**config.mk**
```make
export PLATFORM = sky130hd
export DESIGN_NAME = lorenz_euler_step_generator
export DESIGN_NICKNAME = d
export VERILOG_FILES = /design/src/design/lesg_pkg.sv /design/src/design/lorenz_euler_step_generator.sv
export VERILOG_INCLUDE_DIRS = /design/src /design/src/design
export SDC_FILE = /design/constraint.sdc
export NUM_CORES = 2
export LEC_CHECK = 0
export ABC_AREA = 1
export CAP_MARGIN = 30
export CELL_PAD_IN_SITES_DETAIL_PLACEMENT = 1
export CELL_PAD_IN_SITES_GLOBAL_PLACEMENT = 1
export CORE_MARGIN = 3
export CORE_UTILIZATION = 51
export DETAILED_ROUTE_END_ITERATION = 10
export DONT_BUFFER_PORTS = 1
export HOLD_SLACK_MARGIN = 0.03
export PLACE_DENSITY_LB_ADDON = 0.1
export SYNTH_ARGS = -nofsm -noshare
export SYNTH_HDL_FRONTEND = slang
export SYNTH_SLANG_ARGS = --single-unit
```
**constraint.sdc**
```tcl
create_clock -name aclk -period 13.4 [get_ports aclk]
set_input_delay 0.67 -clock aclk [delete_from_list [all_inputs] [get_ports aclk]]
set_output_delay 0.67 -clock aclk [all_outputs]
set_load 0.01 [all_outputs]
```
**src/design/assert_macros.svh**
```systemverilog
// assertion macros shared by the rtl files
// no dependencies; included by modules that check their own control logic
`ifndef ASSERT_MACROS_SVH
`define ASSERT_MACROS_SVH

// implication checked at every edge outside reset
`define CHK_IMPL(label, clk, rstn, ante, cons, msg) \
    label: assert property (@(posedge clk) disable iff (!rstn) (ante) |-> (cons)) \
        else $error(msg);

// implication checked in the cycle after the antecedent
`define CHK_NEXT(label, clk, rstn, ante, cons, msg) \
    label: assert property (@(posedge clk) disable iff (!rstn) (ante) |=> (cons)) \
        else $error(msg);

`endif

```
**src/design/lesg_pkg.sv**
```systemverilog
// constants and arithmetic helpers for the lorenz euler step generator
// no dependencies; imported by lorenz_euler_step_generator
package lesg_pkg;

    localparam int QW      = 32;
    localparam int FRAC    = 20;
    localparam int DT_W    = 21;
    localparam int LEN_W   = 16;
    localparam int IDX_W   = 3;
    localparam int TDATA_W = 120;

    localparam logic signed [QW-1:0] Q_ONE       = 32'sd1048576;
    localparam logic signed [QW-1:0] SIGMA_RST   = 32'sd10485760;
    localparam logic signed [QW-1:0] BETA_RST    = 32'sd2796164;
    localparam logic signed [QW-1:0] RHO_RST     = 32'sd29360128;
    localparam logic [DT_W-1:0]      DT_RST      = 21'd1049;
    localparam logic [LEN_W-1:0]     LEN_RST     = 16'd50000;

    localparam logic [IDX_W-1:0] REG_SIGMA = 3'd0;
    localparam logic [IDX_W-1:0] REG_BETA  = 3'd1;
    localparam logic [IDX_W-1:0] REG_RHO   = 3'd2;
    localparam logic [IDX_W-1:0] REG_DT    = 3'd3;
    localparam logic [IDX_W-1:0] REG_LEN   = 3'd4;

    localparam logic signed [QW-1:0] S32_MAX = 32'sh7fffffff;
    localparam logic signed [QW-1:0] S32_MIN = 32'sh80000000;

    // saturating add or subtract of two q12.20 values
    function automatic logic signed [QW-1:0] sat_addsub(
        input logic signed [QW-1:0] a,
        input logic signed [QW-1:0] b,
        input logic                 sub
    );
        logic signed [QW:0] s;
        s = sub ? ({a[QW-1], a} - {b[QW-1], b}) : ({a[QW-1], a} + {b[QW-1], b});
        if (s[QW] != s[QW-1]) begin
            return s[QW] ? S32_MIN : S32_MAX;
        end
        return s[QW-1:0];
    endfunction

    // product shifted down by the fraction width, floor rounding, saturated
    function automatic logic signed [QW-1:0] prod_sat(input logic signed [2*QW-1:0] p);
        logic [2*QW-1:FRAC+QW-1] top;
        top = p[2*QW-1:FRAC+QW-1];
        if ((top != '0) && (top != '1)) begin
            return p[2*QW-1] ? S32_MIN : S32_MAX;
        end
        return p[FRAC+QW-1:FRAC];
    endfunction

    // 16-bit value modulo 255 by folding bytes
    function automatic logic [7:0] mod255(input logic [LEN_W-1:0] v);
        logic [8:0] s1;
        logic [8:0] s2;
        s1 = {1'b0, v[15:8]} + {1'b0, v[7:0]};
        s2 = {8'd0, s1[8]} + {1'b0, s1[7:0]};
        return (s2 >= 9'd255) ? 8'd0 : s2[7:0];
    endfunction

endpackage

```
**src/design/lorenz_euler_step_generator.sv**
```systemverilog
// lorenz euler step generator: one explicit euler step per request
// depends on lesg_pkg and assert_macros.svh
//
//  channel   direction  payload
//  s_        in         tdata[0] restart
//  m_        out        tdata half_x, half_y, half_z, red, green, blue; tlast final step
//  cfg_      in         cfg_index register, cfg_data value
//
// a request passes from acceptance through one subtract, seven products through the
// single 32x32 multiplier and the last update before its result is loaded; s_tready is
// high only while the sequencer is idle, so a new request waits until the last one is done.
// a waiting result does not block acceptance; the last update holds until it is taken.
// reset restores the point (1,1,1), step index 0 and the register defaults.
`include "assert_macros.svh"

module lorenz_euler_step_generator
    import lesg_pkg::*;
(
    input  logic                 aclk,
    input  logic                 aresetn,
    input  logic                 s_tvalid,
    output logic                 s_tready,
    input  logic [7:0]           s_tdata,   // [0] restart, rest zero
    output logic                 m_tvalid,
    input  logic                 m_tready,
    output logic [TDATA_W-1:0]   m_tdata,   // half_x, half_y, half_z, red, green, blue, pad
    output logic                 m_tlast,
    input  logic                 cfg_valid,
    output logic                 cfg_ready,
    input  logic [IDX_W-1:0]     cfg_index,
    input  logic [QW-1:0]        cfg_data
);

    localparam logic [3:0] PH_IDLE = 4'd0;
    localparam logic [3:0] PH_DIFF = 4'd1;
    localparam logic [3:0] PH_M1   = 4'd2;
    localparam logic [3:0] PH_M2   = 4'd3;
    localparam logic [3:0] PH_M3   = 4'd4;
    localparam logic [3:0] PH_M4   = 4'd5;
    localparam logic [3:0] PH_M5   = 4'd6;
    localparam logic [3:0] PH_M6   = 4'd7;
    localparam logic [3:0] PH_M7   = 4'd8;
    localparam logic [3:0] PH_FIN  = 4'd9;

    logic [3:0]               phase_reg;
    logic signed [QW-1:0]     sigma_reg, beta_reg, rho_reg;
    logic [DT_W-1:0]          dt_reg;
    logic [LEN_W-1:0]         len_reg;
    logic signed [QW-1:0]     pos_x_reg, pos_y_reg, pos_z_reg;
    logic [LEN_W-1:0]         idx_reg;
    logic signed [QW-1:0]     dxy_reg, drz_reg, dx_reg, dy_reg, xy_reg, dz_reg;
    logic signed [2*QW-1:0]   prod_reg;
    logic                     m_tvalid_reg;
    logic [TDATA_W-1:0]       m_tdata_reg;
    logic                     m_tlast_reg;

    logic signed [QW-1:0]     mul_a, mul_b;
    logic signed [2*QW-1:0]   prod_next;
    logic signed [QW-1:0]     q;
    logic signed [QW-1:0]     alu_a, alu_b;
    logic                     alu_sub;
    logic signed [QW-1:0]     alu_res;
    logic signed [QW-1:0]     dt_q;
    logic                     in_go, fin_go, last;
    logic [LEN_W:0]           idx_inc;
    logic [TDATA_W-1:0]       out_next;

    assign s_tready  = (phase_reg == PH_IDLE);
    assign cfg_ready = 1'b1;
    assign m_tvalid  = m_tvalid_reg;
    assign m_tdata   = m_tdata_reg;
    assign m_tlast   = m_tlast_reg;

    assign in_go   = s_tvalid && s_tready;
    assign fin_go  = (phase_reg == PH_FIN) && (!m_tvalid_reg || m_tready);
    assign dt_q    = {{(QW-DT_W){1'b0}}, dt_reg};
    assign idx_inc = {1'b0, idx_reg} + {{LEN_W{1'b0}}, 1'b1};
    assign last    = (idx_inc >= {1'b0, len_reg});
    assign q       = prod_sat(prod_reg);

    // multiplier operand select
    always_comb begin
        unique case (phase_reg)
            PH_M1:   begin mul_a = sigma_reg; mul_b = dxy_reg;   end
            PH_M2:   begin mul_a = pos_x_reg; mul_b = drz_reg;   end
            PH_M3:   begin mul_a = pos_x_reg; mul_b = pos_y_reg; end
            PH_M4:   begin mul_a = beta_reg;  mul_b = pos_z_reg; end
            PH_M5:   begin mul_a = dt_q;      mul_b = dx_reg;    end
            PH_M6:   begin mul_a = dt_q;      mul_b = dy_reg;    end
            PH_M7:   begin mul_a = dt_q;      mul_b = dz_reg;    end
            default: begin mul_a = '0;        mul_b = '0;        end
        endcase
    end

    assign prod_next = mul_a * mul_b;

    // adder operand select; from PH_M2 on it consumes the product of the previous phase
    always_comb begin
        alu_sub = 1'b0;
        unique case (phase_reg)
            PH_DIFF: begin alu_a = pos_y_reg; alu_b = pos_x_reg; alu_sub = 1'b1; end
            PH_M1:   begin alu_a = rho_reg;   alu_b = pos_z_reg; alu_sub = 1'b1; end
            PH_M2:   begin alu_a = q;         alu_b = '0;                        end
            PH_M3:   begin alu_a = q;         alu_b = pos_y_reg; alu_sub = 1'b1; end
            PH_M4:   begin alu_a = q;         alu_b = '0;                        end
            PH_M5:   begin alu_a = xy_reg;    alu_b = q;         alu_sub = 1'b1; end
            PH_M6:   begin alu_a = pos_x_reg; alu_b = q;                         end
            PH_M7:   begin alu_a = pos_y_reg; alu_b = q;                         end
            PH_FIN:  begin alu_a = pos_z_reg; alu_b = q;                         end
            default: begin alu_a = '0;        alu_b = '0;                        end
        endcase
    end

    assign alu_res = sat_addsub(alu_a, alu_b, alu_sub);

    assign out_next = {3'b000,
                       idx_reg[5:0],
                       idx_reg[6:0],
                       mod255(idx_reg),
                       alu_res[QW-1], alu_res[QW-1:1],
                       pos_y_reg[QW-1], pos_y_reg[QW-1:1],
                       pos_x_reg[QW-1], pos_x_reg[QW-1:1]};

    always_ff @(posedge aclk) begin
        // dt*dz product stays put while the final phase waits
        if (phase_reg != PH_FIN) begin
            prod_reg <= prod_next;
        end
        unique case (phase_reg)
            PH_DIFF: dxy_reg <= alu_res;
            PH_M1:   drz_reg <= alu_res;
            PH_M2:   dx_reg  <= alu_res;
            PH_M3:   dy_reg  <= alu_res;
            PH_M4:   xy_reg  <= alu_res;
            PH_M5:   dz_reg  <= alu_res;
            default: ;
        endcase
        if (fin_go) begin
            m_tdata_reg <= out_next;
            m_tlast_reg <= last;
        end
    end

    always_ff @(posedge aclk) begin
        if (!aresetn) begin
            phase_reg    <= PH_IDLE;
            sigma_reg    <= SIGMA_RST;
            beta_reg     <= BETA_RST;
            rho_reg      <= RHO_RST;
            dt_reg       <= DT_RST;
            len_reg      <= LEN_RST;
            pos_x_reg    <= Q_ONE;
            pos_y_reg    <= Q_ONE;
            pos_z_reg    <= Q_ONE;
            idx_reg      <= '0;
            m_tvalid_reg <= 1'b0;
        end else begin
            if (cfg_valid) begin
                unique case (cfg_index)
                    REG_SIGMA: sigma_reg <= cfg_data;
                    REG_BETA:  beta_reg  <= cfg_data;
                    REG_RHO:   rho_reg   <= cfg_data;
                    REG_DT:    dt_reg    <= cfg_data[DT_W-1:0];
                    REG_LEN:   len_reg   <= cfg_data[LEN_W-1:0];
                    default:   ;
                endcase
            end

            if (fin_go) begin
                m_tvalid_reg <= 1'b1;
            end else if (m_tready) begin
                m_tvalid_reg <= 1'b0;
            end

            unique case (phase_reg)
                PH_IDLE: begin
                    if (in_go) begin
                        phase_reg <= PH_DIFF;
                        if (s_tdata[0]) begin
                            pos_x_reg <= Q_ONE;
                            pos_y_reg <= Q_ONE;
                            pos_z_reg <= Q_ONE;
                            idx_reg   <= '0;
                        end
                    end
                end
                PH_M6: begin
                    pos_x_reg <= alu_res;
                    phase_reg <= PH_M7;
                end
                PH_M7: begin
                    pos_y_reg <= alu_res;
                    phase_reg <= PH_FIN;
                end
                PH_FIN: begin
                    if (fin_go) begin
                        phase_reg <= PH_IDLE;
                        if (last) begin
                            pos_x_reg <= Q_ONE;
                            pos_y_reg <= Q_ONE;
                            pos_z_reg <= Q_ONE;
                            idx_reg   <= '0;
                        end else begin
                            pos_z_reg <= alu_res;
                            idx_reg   <= idx_inc[LEN_W-1:0];
                        end
                    end
                end
                PH_DIFF, PH_M1, PH_M2, PH_M3, PH_M4, PH_M5: begin
                    phase_reg <= phase_reg + 4'd1;
                end
                default: phase_reg <= PH_IDLE;
            endcase
        end
    end

    `CHK_NEXT(a_accept_starts, aclk, aresetn, in_go, phase_reg == PH_DIFF, "request did not start the sequence")
    `CHK_IMPL(a_result_from_fin, aclk, aresetn, $rose(m_tvalid_reg), $past(phase_reg) == PH_FIN, "result loaded outside the final phase")
    `CHK_NEXT(a_last_restarts, aclk, aresetn, fin_go && last, (idx_reg == '0) && (pos_x_reg == Q_ONE) && (pos_z_reg == Q_ONE), "trajectory did not restart after its last step")

endmodule

```
Yosys cells after proc, flatten, opt, wreduce, memory -nomap -nowiden --
Cells that the tools add are included.
Cells by class: add/subtract/negate cells 6, multipliers 1, magnitude comparators 2, eq/ne operators 20, muxes and demuxes 33, reduce and logical (&&, ||, !) cells 28
Operators with widths (number):
- 2-to-1 mux 32 bit | 12
- one-hot mux 32 bit (4 select lines) | 2
- one-hot mux 32 bit (7 select lines) | 1
- one-hot mux 32 bit (3 select lines) | 2
- one-hot mux 32 bit (6 select lines) | 1
- multiplier 32 x 32 -> 64 bit | 1
- 2-to-1 mux 16 bit | 4
- one-hot mux 32 bit (2 select lines) | 1
- adder 32 x 32 -> 33 bit | 1
- 2-to-1 mux 33 bit | 1
- subtractor 32 x 32 -> 33 bit | 1
- one-hot mux 16 bit (2 select lines) | 1
- one-hot mux 4 bit (5 select lines) | 1
- adder 16 x 1 -> 17 bit, second input constant | 1
- >= comparator 17 x 16 -> 1 bit | 1
- equality test 4 x 3 -> 1 bit, second input constant | 4
- != test 13 bit, second input constant | 1
- nonzero test 13 bit | 1
- AND reduction 2 bit | 6
- AND reduction 5 bit | 2
- adder 1 x 8 -> 9 bit | 1
- adder 8 x 8 -> 9 bit | 1
- >= comparator 9 x 8 -> 1 bit, second input constant | 1
- equality test 4 x 2 -> 1 bit, second input constant | 2
- 24 further kinds | 40
Word-level totals: flip-flop bits (word level) 624, input bits 48, output and inout bits 124

Depth between registers and ports, before layout --
depth after elaboration 13, mapped depth 43, depth with buffers taken out 41

Least setup slack after synthesis --
No wires, ideal clock.
path kind reg-to-reg, start reg phase_reg[0], end reg prod_reg[50] (data pin), setup time 0.252 ns, arrival 9.310 ns, data required time 13.148 ns, slack 3.838 ns, stages on the path, launching flop included 36, buffers on the path 4, period minus slack after synthesis 9.562 ns, path through dfxtp_1 inv_1 ha_1 inv_1 nor2_4 inv_2 buf_2 nand2_1 clkbuf_1 clkbuf_1 a22oi_1 nand2_1 clkbuf_1 nand2_1 inv_1 fa_1 fa_1 fa_1 fa_1 inv_1 fa_1 inv_1 fa_1 inv_1 fa_1 inv_1 fa_1 ha_1 nand2_1 nor2_1 nand2_1 nor2_1 nand3_1 or2_2 nand3_1 nand2_1
Between the ends: word-level cells in the longest chain between the ends 4, elaborated cells on any way between the ends 12
Ends and longest elaborated chain:
- from (decl) | line lorenz_euler_step_generator.sv:45 | logic [3:0] phase_reg;
- from (signal assigned) | line lorenz_euler_step_generator.sv:210 | phase_reg <= phase_reg + 4'd1;
- equality test 4 x 3 -> 1 bit, or another cell as far along | line lorenz_euler_step_generator.sv:83 | unique case (phase_reg)
- OR reduction 3 bit (no line) / OR reduction 2 bit (equally long branches)
- one-hot mux 32 bit (4 select lines) | line lorenz_euler_step_generator.sv:83
- multiplier 32 x 32 -> 64 bit * | line lorenz_euler_step_generator.sv:95 | assign prod_next = mul_a * mul_b;
- via prod_next[50] | line lorenz_euler_step_generator.sv:58 | logic signed [2*QW-1:0] prod_next;
- to (signal assigned) | line lorenz_euler_step_generator.sv:127 | prod_reg <= prod_next;
- to (decl) | line lorenz_euler_step_generator.sv:52 | logic signed [2*QW-1:0] prod_reg;
Mark *: on every way through the listed nets, which the timed path passes. The rest lies on a longest branch. A chain may end at the register's enable or synchronous reset.

Worst setup path after layout --
start reg phase_reg[1], end reg prod_reg[59] (data pin)
Same word-level chain as after synthesis.

==> impl_metrics.csv <==
group,metric,value,unit
clock_tree,postCtsSetupRepairBufs,0,
drt,drc_errors,0,
sta,fin_skew,0.0401,ns
synthesis,synth_edf_count,345,
clock_tree,root_buffer,"clkbuf_16",
flow_run,cap_violations,0,
setup_path,critical_path_class,"reg -> reg",
clock_tree,h-tree-depth,2,
sta,setup_tns,0,ns
die,core_area,126000,sq um
setup_path,endpoint_kind,"register",
sta,setup_viol,0,
setup_path,path_common_cell,"fa_1",
global_route,grt_pass1_vias,57300,
drt,drt_first_pass_iters,5,
clock_tree,cts_resized,0,
global_route,grtUsageMet1,48.3,%
synthesis,synthCells,7691,
synthesis,synth_xor_area_share,1.64,%
outcome,outcome,"finished clean",
finish,num-fill-cells,15000,
synthesis,synth_area_per_cell,8.47,sq um
sta,period_needed,10.78,ns
sta,final-max-slew-violation-count,0,
finish,layout.cells.most_common,"inv_1",
power_and_ir_drop,power_density,208,nW/um^2
synthesis,post-synth-top-area-fraction,33.3,%
clock_tree,clkLatencyLatePin,0.66,ns
global_route,antenna_found_initial,13,
sta,worstMarginPinSlew,1.10,ns
finish,layout_common_cells,"inv_1, nand2_1, fa_1",
synthesis,synth_area_leaders,"fa_1, edfxtp_1, inv_1",
synthesis,synthFlopType,"edfxtp_1",
clock_tree,numCtsBuffers,55,
setup_path,required,13.78,ns
global_route,met2_usage,57.0,%
clock_tree,cts_tree,"done",
power_and_ir_drop,peakVddDrop,364,uV
synthesis,ys_seq_area_share,23.6,%
synthesis,ys_warn_count,0,
synthesis,yosys.area_share.simple,15.7,%
global_route,met3_usage,6.11,%
drt,drt_iter0_markers,4298,
finish,drive_above_1_share,4.09,%
setup_path,cp_max_fo,40,
sta,rsz0062_at_grt,"false",
placement,gp_congestion,0.989,
sta,slew_headroom,26.1,%
setup_path,max_stage_delay,0.93,ns
die,core.rowCount,130,
die,start_util,51.6,%
synthesis,yosysUniqueCellTypes,62,
clock_tree,holdBufCountCts,0,
finish,fin_nets,8895,
synthesis,synth_top_area_cell,"fa_1",
synthesis,synth_compound_area_share,7.98,%
global_route,grt_pass1_wl,350000,um
hold_path,hold_class,"in -> reg",
placement,io_buffers,0,
global_route,gr-usage-all-layers,35.2,%
drt,vias,52500,
synthesis,synth_area,65100,sq um
drt,wirelength,229000,um
clock_tree,cts.sinks,595,
synthesis,synthMuxAreaShare,0,%
synthesis,synth-async-reset-ratio,0,%
die,io_pins,172,
global_route,busiest_layer,"met2",
placement,dp.cells,9110,
finish,layoutNonFillerInstCount,9219,
die,fp.dieH,363,um
finish,area_delta_synth_final,5.52,%
setup_path,start_kind,"register",
die,die_x,363,um
drt,antenna_left,0,
clock_tree,ctsLongestPathBuffers,3,
global_route,grt_max_degree,138,
global_route,overflow,0,
die,dieArea,132000,sq um
drt,wl_per_cell,24.8,um
drt,viasPerCell,5.69,
sta,hold_viol_final,0,
synthesis,synth_fa_ha_area_share,38.0,%
sta,min_period_over_period,80.5,%
synthesis,synth_top_family_by_area,"adder cells",
setup_path,cp_slowest_cell,"fa_1",
setup_path,cp_data_arrival_time,11.16,ns
synthesis,synth-seq-cells,595,
placement,hpwl,179000,um
clock_tree,clk_pin_slew,0.07,ns
power_and_ir_drop,p_leak,34.1,nW
sta,fmax,0.0928,GHz
finish,largest_register_ffs,108,
metrics by stage:
step / hold WS (ns) / cell area [sq um] / worst slack [ns] / total power [mW] / util [%]
finish: 0.146 / 68700 / 2.62 / 14.3 / 54.5
global route: 0.132 / 68700 / 1.93 / 14.9 / 54.5
CTS: 0.106 / 68700 / 2.66 / 14.1 / 54.4
detailed placement: 0.445 / 66800 / 2.80 / 12.4 / 52.9
global placement: 0.437 / 66800 / 2.85 / 12.1 / 52.9
floorplan: 0.429 / 65200 / 3.84 / 8.37 / -
worst max-delay path, delay by kind of cell (launching register included):
kind,cells,cell delay [ns]
fa+ha+maj,10,5.69
buf+inv,8,1.84
compound gates,5,1.25
simple gates,5,1.08
flops,1,0.44
xor+xnor,1,0.15
area by class of cell:
cell class                 instances  area, sq um  share of cell area [%]
inverter                        1855         6970                    10.1
clock buffer                      82         1650                    2.40
multi-input combinational       4872        41400                    60.2
tap                             1650         2060                    3.00
timing repair buffer             139         1100                    1.60
clock inverter                    21          215                   0.313
antenna                            5         12.5                  0.0182
sequential                       595        15400                    22.4
power breakdown:
group / switching, mW / internal [mW]
Combinational: 7.04 / 2.12
Sequential: 0.163 / 3.30
Clock: 0.752 / 0.916
synthesized netlist by cell type, types with 18 or more instances:
cell      number
inv_1       1836
nand2_1     1730
fa_1        1083
nor2_1       443
edfxtp_1     345
a21oi_1      333
clkbuf_1     302
nand3_1      266
dfxtp_1      250
ha_1         246
o21ai_0      243
xor2_1        91
a221oi_1      68
o211ai_1      40
o22ai_1       40
xnor2_1       31
a22oi_1       26
nand4_1       24
buf_2         23
buf_1         22
nand3_2       21
a31oi_1       20
a211oi_1      19
a32o_1        18
buf_4         18
nor3_1        18
cell families (layout without fill, tap and decap cells):
group / count (synthesis) / in the layout
xor gates and xnor gates: 122 / 122
and+or+nand+nor: 2543 / 2543
other: 2 / 9
adders and majority gates: 1329 / 1329
buffers and inverters: 2226 / 2097
DFF: 595 / 595
AOI/OAI and AO/OA: 874 / 874
layer usage:
metal | up-vias | wire (um) | share of wire, %
met1 | 27300 | 94900 | 42
li1 | 22800 | - | -
met4 | 6 | 8550 | 3.7
met2 | 1944 | 107000 | 47
met5 | - | 39 | 0.017
met3 | 414 | 18400 | 8.1
path summary, 6_finish.rpt:
| kind | start | to | slack, ns | depth (start not counted) |
|---|---|---|---|---|
| max | phase_reg[1] | prod_reg[59] | 2.62 | 29 |
| min | cfg_data[24] | rho_reg[24] | 0.15 | 2 |
| max reg2reg | phase_reg[1] | prod_reg[59] | 2.62 | 29 |
| min reg2reg | dt_reg[12] | dt_reg[12] | 0.46 | 2 |
No activity file was read; power rests on OpenSTA's default activity.
